[src/sv/bpcg_pkg.sv]
// Shared types, constants and the PCG32 output function for the bounded
// PCG32 random source. No dependencies.
`default_nettype none

package bpcg_pkg;

	// Generator seed and LCG constants
	localparam logic [63:0] SEED_VALUE = 64'h853c_49e6_748f_ea9b;
	localparam logic [63:0] LCG_INC    = 64'hda3e_39cb_94b9_5bdb;
	localparam logic [63:0] LCG_MUL    = 64'h5851_f42d_4c95_7f2d;

	// Remainder steps for the rejection threshold
	localparam int DIV_STEPS = 32;

	// Request class decided by the front
	typedef enum logic [1:0] {
		OP_RAW,
		OP_BOUND,
		OP_ZERO
	} op_t;

	// Queue entry between front and back
	typedef struct packed {
		op_t         op;
		logic [31:0] limit;
	} item_t;

	// Back-end sequencer states
	typedef enum logic [2:0] {
		ST_IDLE,
		ST_MUL_LO,
		ST_MUL_X1,
		ST_MUL_X2,
		ST_ADVANCE,
		ST_BOUND_MUL,
		ST_CHECK,
		ST_DIVIDE
	} back_state_t;

	// XSH-RR output word taken from the old generator state
	function automatic logic [31:0] xsh_rr(input logic [63:0] s);
		logic [63:0] t;
		logic [31:0] x;
		logic [63:0] dbl;
		t   = ((s >> 18) ^ s) >> 27;
		x   = t[31:0];
		dbl = {x, x} >> s[63:59];
		return dbl[31:0];
	endfunction

endpackage

`default_nettype wire

[src/sv/bounded_pcg32_random.sv]
// Bounded PCG32 random source, top level: front end, request queue and
// back end. Depends on bpcg_pkg, bpcg_front, bpcg_fifo and bpcg_back.
//
// Usage: each request on the req channel (mode, limit) yields exactly one
// value on the rsp channel, in request order. Mode 0 returns a raw 32-bit
// XSH-RR word; mode 1 returns an unbiased value below limit (0 when limit
// is 0, after one generator advance).
// Path: a raw or zero-limit request passes the front register, the queue
// and the back-end states MUL_LO, MUL_X1, MUL_X2, ADVANCE and CHECK before
// the response register. A bounded request adds BOUND_MUL for the product,
// the serial remainder whenever the first product's low half is below
// limit, and another pass from MUL_LO per redraw.
// The back end works on one item at a time and takes a new one only once
// back in ST_IDLE; it has a shared 32x32 multiplier (three passes per
// advance, one more for the bound) and a one-bit-per-cycle remainder unit.
// Reset: the generator returns to its fixed seed and all queued requests
// are dropped. A stalled receiver holds the response register; the queue
// and front register keep taking requests until they fill.
`default_nettype none

module bounded_pcg32_random #(
	parameter int QUEUE_DEPTH = 2
) (
	input  wire         clk,
	input  wire         arst_n,
	input  wire         req_valid,
	output logic        req_ready,
	input  wire         mode,
	input  wire  [31:0] limit,
	output logic        rsp_valid,
	input  wire         rsp_ready,
	output logic [31:0] value
);
	import bpcg_pkg::*;

	logic  fr_valid;
	logic  fr_ready;
	item_t fr_item;
	logic  q_valid;
	logic  q_ready;
	item_t q_item;

	// Register and classify requests
	bpcg_front u_front (
		.clk        (clk),
		.arst_n     (arst_n),
		.req_valid  (req_valid),
		.req_ready  (req_ready),
		.mode       (mode),
		.limit      (limit),
		.item_valid (fr_valid),
		.item_ready (fr_ready),
		.item       (fr_item)
	);

	// Decouple front from back
	bpcg_fifo #(
		.DEPTH (QUEUE_DEPTH)
	) u_fifo (
		.clk      (clk),
		.arst_n   (arst_n),
		.wr_valid (fr_valid),
		.wr_ready (fr_ready),
		.wr_item  (fr_item),
		.rd_valid (q_valid),
		.rd_ready (q_ready),
		.rd_item  (q_item)
	);

	// Draw, bound and deliver
	bpcg_back u_back (
		.clk        (clk),
		.arst_n     (arst_n),
		.item_valid (q_valid),
		.item_ready (q_ready),
		.item       (q_item),
		.rsp_valid  (rsp_valid),
		.rsp_ready  (rsp_ready),
		.value      (value)
	);

endmodule

`default_nettype wire

[src/sv/bpcg_front.sv]
// Request front end: registers incoming requests and classifies them.
// Depends on bpcg_pkg.
`default_nettype none

module bpcg_front (
	input  wire                 clk,
	input  wire                 arst_n,
	input  wire                 req_valid,
	output logic                req_ready,
	input  wire                 mode,
	input  wire  [31:0]         limit,
	output logic                item_valid,
	input  wire                 item_ready,
	output bpcg_pkg::item_t     item
);
	import bpcg_pkg::*;

	logic  valid_s1;
	item_t item_s1;
	logic  push;
	logic  take;

	assign push       = valid_s1 && item_ready;
	assign req_ready  = !valid_s1 || item_ready;
	assign take       = req_valid && req_ready;
	assign item_valid = valid_s1;
	assign item       = item_s1;

	// Hold one request until the queue takes it
	always_ff @(posedge clk or negedge arst_n) begin
		if (!arst_n) begin
			valid_s1 <= 1'b0;
		end else if (take) begin
			valid_s1 <= 1'b1;
		end else if (push) begin
			valid_s1 <= 1'b0;
		end
	end

	// Classify: raw word, bounded draw, or zero limit (one advance, value 0)
	always_ff @(posedge clk) begin
		if (take) begin
			item_s1.limit <= limit;
			if (!mode) begin
				item_s1.op <= OP_RAW;
			end else if (limit == 32'd0) begin
				item_s1.op <= OP_ZERO;
			end else begin
				item_s1.op <= OP_BOUND;
			end
		end
	end

endmodule

`default_nettype wire

[src/sv/bpcg_fifo.sv]
// Short queue of classified requests between front and back end.
// Depends on bpcg_pkg.
`default_nettype none

module bpcg_fifo #(
	parameter int DEPTH = 2
) (
	input  wire                 clk,
	input  wire                 arst_n,
	input  wire                 wr_valid,
	output logic                wr_ready,
	input  bpcg_pkg::item_t     wr_item,
	output logic                rd_valid,
	input  wire                 rd_ready,
	output bpcg_pkg::item_t     rd_item
);
	import bpcg_pkg::*;

	localparam int PTR_W = (DEPTH > 1) ? $clog2(DEPTH) : 1;
	localparam int CNT_W = $clog2(DEPTH + 1);

	item_t            mem [DEPTH];
	logic [PTR_W-1:0] wr_ptr_q;
	logic [PTR_W-1:0] rd_ptr_q;
	logic [CNT_W-1:0] count_q;
	logic             push;
	logic             pop;

	assign wr_ready = count_q != CNT_W'(DEPTH);
	assign rd_valid = count_q != '0;
	assign rd_item  = mem[rd_ptr_q];
	assign push     = wr_valid && wr_ready;
	assign pop      = rd_valid && rd_ready;

	function automatic logic [PTR_W-1:0] wrap_inc(input logic [PTR_W-1:0] p);
		return (p == PTR_W'(DEPTH - 1)) ? '0 : p + PTR_W'(1);
	endfunction

	// Advance pointers and fill count
	always_ff @(posedge clk or negedge arst_n) begin
		if (!arst_n) begin
			wr_ptr_q <= '0;
			rd_ptr_q <= '0;
			count_q  <= '0;
		end else begin
			if (push) begin
				wr_ptr_q <= wrap_inc(wr_ptr_q);
			end
			if (pop) begin
				rd_ptr_q <= wrap_inc(rd_ptr_q);
			end
			if (push && !pop) begin
				count_q <= count_q + CNT_W'(1);
			end else if (pop && !push) begin
				count_q <= count_q - CNT_W'(1);
			end
		end
	end

	// Store entries
	always_ff @(posedge clk) begin
		if (push) begin
			mem[wr_ptr_q] <= wr_item;
		end
	end

endmodule

`default_nettype wire

[src/sv/bpcg_back.sv]
// Back end: PCG32 generator, shared 32x32 multiplier, serial remainder
// unit for the rejection threshold, and the result register. Uses bpcg_pkg.
`default_nettype none

module bpcg_back (
	input  wire                 clk,
	input  wire                 arst_n,
	input  wire                 item_valid,
	output logic                item_ready,
	input  bpcg_pkg::item_t     item,
	output logic                rsp_valid,
	input  wire                 rsp_ready,
	output logic [31:0]         value
);
	import bpcg_pkg::*;

	back_state_t state_q;
	back_state_t state_d;

	logic [63:0] gen_q;
	logic [63:0] acc_q;
	logic [31:0] word_q;
	op_t         op_q;
	logic [31:0] limit_q;
	logic [63:0] p_q;
	logic [31:0] thr_q;
	logic        thr_valid_q;
	logic [31:0] rem_q;
	logic [31:0] dvd_q;
	logic [4:0]  cnt_q;
	logic        rsp_valid_q;
	logic [31:0] value_q;

	logic [31:0] mul_a;
	logic [31:0] mul_b;
	logic [63:0] mul_prod;
	logic        out_free;
	logic        emit;
	logic [31:0] emit_val;
	logic        div_start;
	logic        div_last;
	logic [32:0] trial;
	logic [31:0] rem_next;

	assign out_free  = !rsp_valid_q || rsp_ready;
	assign rsp_valid = rsp_valid_q;
	assign value     = value_q;
	assign div_last  = cnt_q == 5'(DIV_STEPS - 1);

	// Shared multiplier operand select
	always_comb begin
		mul_a = gen_q[31:0];
		mul_b = LCG_MUL[31:0];
		case (state_q)
			ST_MUL_X1: begin
				mul_a = gen_q[63:32];
				mul_b = LCG_MUL[31:0];
			end
			ST_MUL_X2: begin
				mul_a = gen_q[31:0];
				mul_b = LCG_MUL[63:32];
			end
			ST_BOUND_MUL: begin
				mul_a = word_q;
				mul_b = limit_q;
			end
			default: begin
				mul_a = gen_q[31:0];
				mul_b = LCG_MUL[31:0];
			end
		endcase
	end

	assign mul_prod = {32'd0, mul_a} * {32'd0, mul_b};

	// One restoring remainder step
	assign trial    = {rem_q, dvd_q[31]};
	assign rem_next = (trial >= {1'b0, limit_q}) ? 32'(trial - {1'b0, limit_q})
	                                             : trial[31:0];

	// Result word for the current item
	always_comb begin
		case (op_q)
			OP_RAW:   emit_val = word_q;
			OP_BOUND: emit_val = p_q[63:32];
			default:  emit_val = 32'd0;
		endcase
	end

	// Sequencer: next state and strobes
	always_comb begin
		state_d    = state_q;
		item_ready = 1'b0;
		emit       = 1'b0;
		div_start  = 1'b0;
		unique case (state_q)
			ST_IDLE: begin
				item_ready = 1'b1;
				if (item_valid) begin
					state_d = ST_MUL_LO;
				end
			end
			ST_MUL_LO:  state_d = ST_MUL_X1;
			ST_MUL_X1:  state_d = ST_MUL_X2;
			ST_MUL_X2:  state_d = ST_ADVANCE;
			ST_ADVANCE: state_d = (op_q == OP_BOUND) ? ST_BOUND_MUL : ST_CHECK;
			ST_BOUND_MUL: state_d = ST_CHECK;
			ST_CHECK: begin
				if (op_q == OP_BOUND && !thr_valid_q && p_q[31:0] < limit_q) begin
					div_start = 1'b1;
					state_d   = ST_DIVIDE;
				end else if (op_q == OP_BOUND && thr_valid_q && p_q[31:0] < thr_q) begin
					state_d = ST_MUL_LO;
				end else if (out_free) begin
					emit    = 1'b1;
					state_d = ST_IDLE;
				end
			end
			ST_DIVIDE: begin
				if (div_last) begin
					state_d = ST_CHECK;
				end
			end
			default: state_d = ST_IDLE;
		endcase
	end

	// Control state, generator state, threshold valid and result valid
	always_ff @(posedge clk or negedge arst_n) begin
		if (!arst_n) begin
			state_q     <= ST_IDLE;
			gen_q       <= SEED_VALUE;
			thr_valid_q <= 1'b0;
			rsp_valid_q <= 1'b0;
		end else begin
			state_q <= state_d;
			if (state_q == ST_ADVANCE) begin
				gen_q <= acc_q + LCG_INC;
			end
			if (item_ready && item_valid) begin
				thr_valid_q <= 1'b0;
			end else if (state_q == ST_DIVIDE && div_last) begin
				thr_valid_q <= 1'b1;
			end
			if (emit) begin
				rsp_valid_q <= 1'b1;
			end else if (rsp_ready) begin
				rsp_valid_q <= 1'b0;
			end
		end
	end

	// Datapath registers
	always_ff @(posedge clk) begin
		if (item_ready && item_valid) begin
			op_q    <= item.op;
			limit_q <= item.limit;
		end
		case (state_q)
			ST_MUL_LO: begin
				word_q <= xsh_rr(gen_q);
				acc_q  <= mul_prod;
			end
			ST_MUL_X1, ST_MUL_X2: begin
				acc_q[63:32] <= acc_q[63:32] + mul_prod[31:0];
			end
			ST_BOUND_MUL: begin
				p_q <= mul_prod;
			end
			ST_DIVIDE: begin
				rem_q <= rem_next;
				dvd_q <= dvd_q << 1;
				cnt_q <= cnt_q + 5'd1;
				if (div_last) begin
					thr_q <= rem_next;
				end
			end
			default: begin
			end
		endcase
		if (div_start) begin
			rem_q <= 32'd0;
			dvd_q <= 32'd0 - limit_q;
			cnt_q <= 5'd0;
		end
		if (emit) begin
			value_q <= emit_val;
		end
	end

	a_thr_below_limit: assert property (@(posedge clk) disable iff (!arst_n)
		thr_valid_q |-> (thr_q < limit_q))
		else $error("rejection threshold not below limit");

	a_divide_nonzero: assert property (@(posedge clk) disable iff (!arst_n)
		(state_q == ST_DIVIDE) |-> (limit_q != 32'd0))
		else $error("threshold remainder started with zero limit");

	a_bounded_result: assert property (@(posedge clk) disable iff (!arst_n)
		(emit && op_q == OP_BOUND) |=> (value_q < limit_q))
		else $error("bounded result not below limit");

endmodule

`default_nettype wire

[config.mk]
export PLATFORM = sky130hd
export DESIGN_NAME = bounded_pcg32_random
export DESIGN_NICKNAME = d
export VERILOG_FILES = /design/src/sv/bpcg_pkg.sv /design/src/sv/bounded_pcg32_random.sv /design/src/sv/bpcg_front.sv /design/src/sv/bpcg_fifo.sv /design/src/sv/bpcg_back.sv
export SDC_FILE = /design/constraint.sdc
export NUM_CORES = 2
export LEC_CHECK = 0
export BUFFER_PORTS_ARGS = -buffer_cell sky130_fd_sc_hd__buf_4
export CAP_MARGIN = 20
export CORE_MARGIN = 2
export CORE_UTILIZATION = 40
export DETAILED_ROUTE_END_ITERATION = 10
export GPL_TIMING_DRIVEN = 0
export MAX_ROUTING_LAYER = met4
export PLACE_DENSITY_LB_ADDON = 0.1
export SYNTH_ARGS = -nofsm -noshare
export SYNTH_HDL_FRONTEND = slang
export SYNTH_SLANG_ARGS = --single-unit
[constraint.sdc]
create_clock -name clk -period 31.4 [get_ports clk]
set_clock_uncertainty 0.05 [all_clocks]
set_input_delay 0 -clock clk [delete_from_list [all_inputs] [get_ports clk]]
set_output_delay 0 -clock clk [all_outputs]
set_load 0.02 [all_outputs]
== Word-level counts from Yosys, hierarchy flattened ==
Memories as Yosys holds them, arrays and structs flattened. A register that Yosys moved wholly into a read port is not among the register bits.
Index checks and enable logic that the tools add are counted.

* RAM bits: 68
* Memories kept: 1
* Output and inout bits: 34
* Bits in latches: 0
* Bits of input ports: 37
* Flip-flop bits (word level): 401
* Word-level logic and storage cells: 112
* Memory bits (read-only): 0

* Equal/unequal tests: 13
* Bitwise logic cells: 1
* Reductions and logical operators: 30
* Add/sub/neg operators: 9
* $mul: 1
* Shifts and indexed selects: 1
* Muxes and demuxes: 34
* $lt $le $gt $ge: 3
* Divide/modulo/power cells: 0

{| class="wikitable"
|+ Memory list
! name !! words !! bits a word !! rd ports !! clocked after memory_dff !! wr ports !! RTL line !! text
|-
| u_fifo.mem || 2 || 34 || 1 || 1 || 1 || bpcg_fifo.sv:22 || <nowiki>item_t mem [DEPTH];</nowiki>
|}

{| class="wikitable"
|+ Operators with widths
! operator !! number
|-
| case mux 32 bit (2 select lines) || 4
|-
| two-way mux 32 bit || 3
|-
| adder 64 bit, second input constant || 1
|-
| < comparator 32 bit || 2
|-
| multiplier 32 x 32 -> 64 bit || 1
|-
| right shift 64 x 5 -> 32 bit || 1
|-
| XOR 46 x 59 -> 59 bit || 1
|-
| >= comparator 33 x 32 -> 1 bit || 1
|-
| adder 32 bit || 1
|-
| logical NOT 32 bit || 1
|-
| subtractor 1 x 32 -> 32 bit, first input constant || 1
|-
| subtractor 32 bit || 1
|-
| case mux 3 bit (8 select lines) || 1
|-
| two-way mux 1 bit || 17
|-
| two-way mux 3 bit || 5
|-
| nonzero test 2 bit || 7
|-
| equality test 3 bit, second input constant || 4
|-
| logical AND 1 bit || 10
|-
| two-way mux 2 bit || 4
|-
| equality test 3 x 2 -> 1 bit, second input constant || 2
|-
| adder 5 x 1 -> 5 bit, second input constant || 1
|-
| equality test 5 bit, second input constant || 1
|-
| logical NOT 1 bit || 5
|-
| != test 2 x 1 -> 1 bit, second input constant || 2
|-
| other kinds (13) || 15
|}

== Logic depth before layout (Yosys ltp) ==
* Depth in word-level cells: 7
* Depth in mapped cells: 44
* Mapped depth without buffers: 40

== Modules after synthesis ==
From an unflattened synthesis, not the netlist that was laid out.

* Cell total of the unflattened synthesis: 6224
* Area total of the unflattened synthesis: 59343.2 um^2

{| class="wikitable"
|+ Modules (own cells, without submodules)
! module !! times used !! area each (um^2) !! seq. area each (um^2) !! cells an instance
|-
| bpcg_back || 1 || 55394.4 || 11218.3 || 6049
|-
| bpcg_fifo || 1 || 2798.9 || 2142.1 || 124
|-
| bpcg_front || 1 || 1149.9 || 1046.0 || 51
|}

== Least setup slack after synthesis ==
OpenSTA, ideal clock, no wires.

* Kind: register to register
* Start point: reg u_back.state_q[1]
* End point: reg u_back.acc_q[63] (data pin)
* Path buffers: 6
* Arrival time: 11058 ps
* Period minus slack after synthesis: 11368 ps
* Stages on the path, launching flop included: 42
* Data required time: 31090 ps
* Slack: 20032 ps
* Setup time: 260 ps
* Path through: dfrtp_1 > clkbuf_1 > or2_2 > clkbuf_1 > clkinv_1 > clkbuf_1 > buf_1 > nand2_1 > clkbuf_1 > nand2_1 > fa_1 > inv_1 > fa_1 > fa_1 > inv_1 > fa_1 > inv_1 > fa_1 > [6 not listed] > clkbuf_1 > nand3_1 > nor2_1 > nand2_1 > a211oi_2 > nor2_1 > xnor2_1 > ha_1 > or2_2 > nand4b_1 > o31ai_1 > o2111ai_1 > o31ai_1 > o21ai_1 > nor4_1 > nor3_1 > xnor2_1 > mux2_2

* Cells in the longest elaborated chain, start to end: 5
* Elaborated cells between the ends (all ways): 10
* Classes of those cells: 1 x add/sub; 1 x mul; 4 x eq/ne; 3 x mux; 1 x reduce/logical

{| class="wikitable"
|+ RTL lines
! element !! RTL line !! text
|-
| from (decl) || bpcg_back.sv:17 || <nowiki>back_state_t state_q;</nowiki>
|-
| from (signal assigned) || bpcg_back.sv:136 || <nowiki>state_q <= state_d;</nowiki>
|-
| equality test 3 bit or equality test 3 x 2 -> 1 bit (tied branches) || bpcg_back.sv:54 || <nowiki>case (state_q)</nowiki>
|-
| case mux 32 bit (2 select lines) || bpcg_back.sv:54 ||
|-
| multiplier 32 x 32 -> 64 bit (*) || bpcg_back.sv:74 || <nowiki>assign mul_prod = {32'd0, mul_a} * {32'd0, mul_b};</nowiki>
|-
| via u_back.mul_prod[21] || bpcg_back.sv:36 || <nowiki>logic [63:0] mul_prod;</nowiki>
|-
| adder 32 bit (*) || bpcg_back.sv:165 || <nowiki>acc_q[63:32] <= acc_q[63:32] + mul_prod[31:0];</nowiki>
|-
| case mux 32 bit (2 select lines) (*) || bpcg_back.sv:159 || <nowiki>case (state_q)</nowiki>
|-
| to (signal assigned) || bpcg_back.sv:162 || <nowiki>acc_q <= mul_prod;</nowiki>
|-
| to (signal assigned) || bpcg_back.sv:165 ||
|-
| to (decl) || bpcg_back.sv:21 || <nowiki>logic [63:0] acc_q;</nowiki>
|}

The timed path passes the listed nets; every way through them passes the cells marked *.
A chain may end at the register's enable or synchronous reset.

== Worst setup path after layout ==
* Start point: reg u_back.state_q[1]
* End point: reg u_back.acc_q[61] (data pin)

The elaborated chain is that of the path after synthesis.

==> metrics <==
status finished, final reports clean; CP peak stage delay 940 ps; HP Class input pin to flop; RSZ-0062 raised after global routing false; Fin Setup TNS 0 ps; crit path launch type flop; largest net degree at the start of global routing around 70; clk sinks 503; crit path kind flop to flop; Yosys cell types 109; top_reg_cell synth edfxtp_1; cts repair resizes 0; most numerous cell on the critical path fa_1; RD Place Congestion 1.09; most frequent cell after synthesis inv_1; post-layout utilization of the core 45.0%; endpoints failing hold 0; worst path required time 31730 ps; Clk pin slew, worst setup/hold paths 60 ps; Synth top area share a little under a third; crit path DAT 14320 ps; Max Slew Vio Count 0; worst slew pin tran ~1300 ps; io pins 71; DR DRC count 0; Mapped Cells 6250; dpl hpwl 212 mm; ys async rst share 14.7%; syn avg cell area 9.56 sq um; Routed WL 256 mm; commonest cells in the netlist 975 x inv_1, 957 x nand2_1, 898 x fa_1; layout cells sized above 1 7.51%; sequential area share after synthesis 24.1%; Area contributors post-synth fa_1 30%, edfxtp_1 20%, ha_1 8.2%; slowest CP cell buf_1; Vias/cell 5.63; 1st-pass router iterations 6; Ys Warns 0; vias around 48000; flops & latches, synth 503; die area around 150000 sq um; max frequency 71.5 MHz; Die Width just under 400 um; fin crit share 44.6%; CTS max path bufs 3; Congestion Overflow GR 0; antenna violations before repair 24; Max-Cap Viols 0; Starting Density 40.4%; Cell Rows 141; H-tree Lvls 2; cts bufs inserted 57; CTS root buf clkbuf_16; nets@finish between 7000 and 8000; hold_ws 45.2 ps; Tmin final 13990 ps; Post-synth EDFFs slightly below 400; Crit Path Max Fanout 10; post-detailed-route count of antenna-violating nets 0; Cell Area, Placed 63900 sq um; final setup violation count 0; Iteration-0 DRC Markers between 5000 and 6000; port buffer count 70; vias in the first global route 47800; first-pass GRT wire length around 360 mm; synthesized net count 7579; wire length per cell 30.0 um; Die Height approximately 390 um; post-route cell area 66600 sq um; crit end category flop; slew margin rel. 11.5%; core area between 100000 and 150000 sq um; insertion delay to the later sink of the worst-skew pair 680 ps; gr usage total 34.7%; area leader, netlist fa_1; TritonCTS clock tree yes; Layout area overhead 11.5%; Synth Cell Area 59800 sq um
[worst paths after layout]
kind                                          startpoint                              to  slack [ps]  depth (start not counted)
max                        u_back.state_q[1]$_DFFE_PN0P_      u_back.acc_q[61]$_DFFE_PP_       17410                         40
min                                            limit[11]      u_front.item[11]$_DFFE_PP_          50                          2
max reg2reg                u_back.state_q[1]$_DFFE_PN0P_      u_back.acc_q[61]$_DFFE_PP_       17410                         40
min reg2reg                    u_front.item[8]$_DFFE_PP_      u_fifo.mem[0][8]$_DFFE_PP_         390                          0
max in group asynchronous                         arst_n  u_front.item_valid$_DFFE_PN0P_       30090                          4
min in group asynchronous                         arst_n    u_back.rsp_valid$_DFFE_PN0P_         200                          3
[cell type report]
class                      instances  area [sq um]
tap                             1930          2410
timing repair buffer             219          2340
clock buffer                      73          1610
multi-input combinational       4468         40600
sequential                       503         14400
buffer                           298          1170
clock inverter                    35           312
fill                           14500         81400
inverter                         981          3680
antenna                           15          37.5
[placed cells by master (no fill, tap or decap), drive strengths merged, types with 26 or more instances in the layout]
master,synthesis,routed
a31oi,35,35
clkbuf,257,330
nor2,673,673
xor2,79,79
o21a,26,26
buf,41,191
xnor2,139,139
dlygate4sd3,0,69
fa,898,898
dfstp,34,34
dfrtp,40,40
dfxtp,37,37
nor3,39,39
nand4,39,39
inv,979,985
nor2b,32,32
a21oi,225,225
edfxtp,392,392
a21o,107,107
nand2b,32,32
nand2,957,957
mux2,106,106
o21ai,239,239
mux2i,88,88
nand3,50,50
ha,394,394
[flip-flops by register name, indices dropped and copies added, names as in the netlist, 5 cells and up]
signal / cells
u_fifo.mem: 68
u_back.acc_q: 64
u_back.gen_q: 64
u_back.p_q: 64
u_front.item: 34
u_back.dvd_q: 32
u_back.limit_q: 32
u_back.rem_q: 32
u_back.thr_q: 32
u_back.value: 32
u_back.word_q: 32
u_back.cnt_q: 5
[logic make-up after synthesis]
family / share of synthesized area [%]
multiplexers: 3.93
XOR/XNOR: 3.19
AND/OR/NAND/NOR: 13.4
buffers and inverters: 8.12
adder cells (fa/ha/maj): 38.3
AO/OA/AOI/OAI: 8.91
flip-flops: 24.1
[timing repair]
item / 4_1_cts / 5_1_grt
buffers inserted: 0 / 0
hold endpoints to repair: 79 / 0
hold buffers: 69 / 0
[metal layers]
| metal | track usage (%) | wire length [um] | up-vias |
|---|---|---|---|
| met5 | - | 0 | - |
| met4 | 14.2 | 13300 | 0 |
| met3 | 7.70 | 24200 | 466 |
| met2 | 49.5 | 108000 | 2354 |
| met1 | 47.6 | 110000 | 24500 |
| li1 | - | - | 20600 |
[stage by stage]
stage	cells	setup WS [ps]
final	8522	17410
after CTS	8501	17730
after global placement	8250	15270
after floorplan	6250	20030
after detailed placement	8324	17860
after global routing	8521	17030
[worst max-delay path: cells and delay by family (launching register included)]
family	cells	cell delay, ps
xor+xnor	2	620
simple gates	9	2380
compound gates	8	2420
flops	1	360
buf+inv	11	3170
fa+ha+maj	10	4650
Power is left out: the tool's default activity adds up to more than one toggle a clock period on the data nets, which glitch-free logic cannot reach.
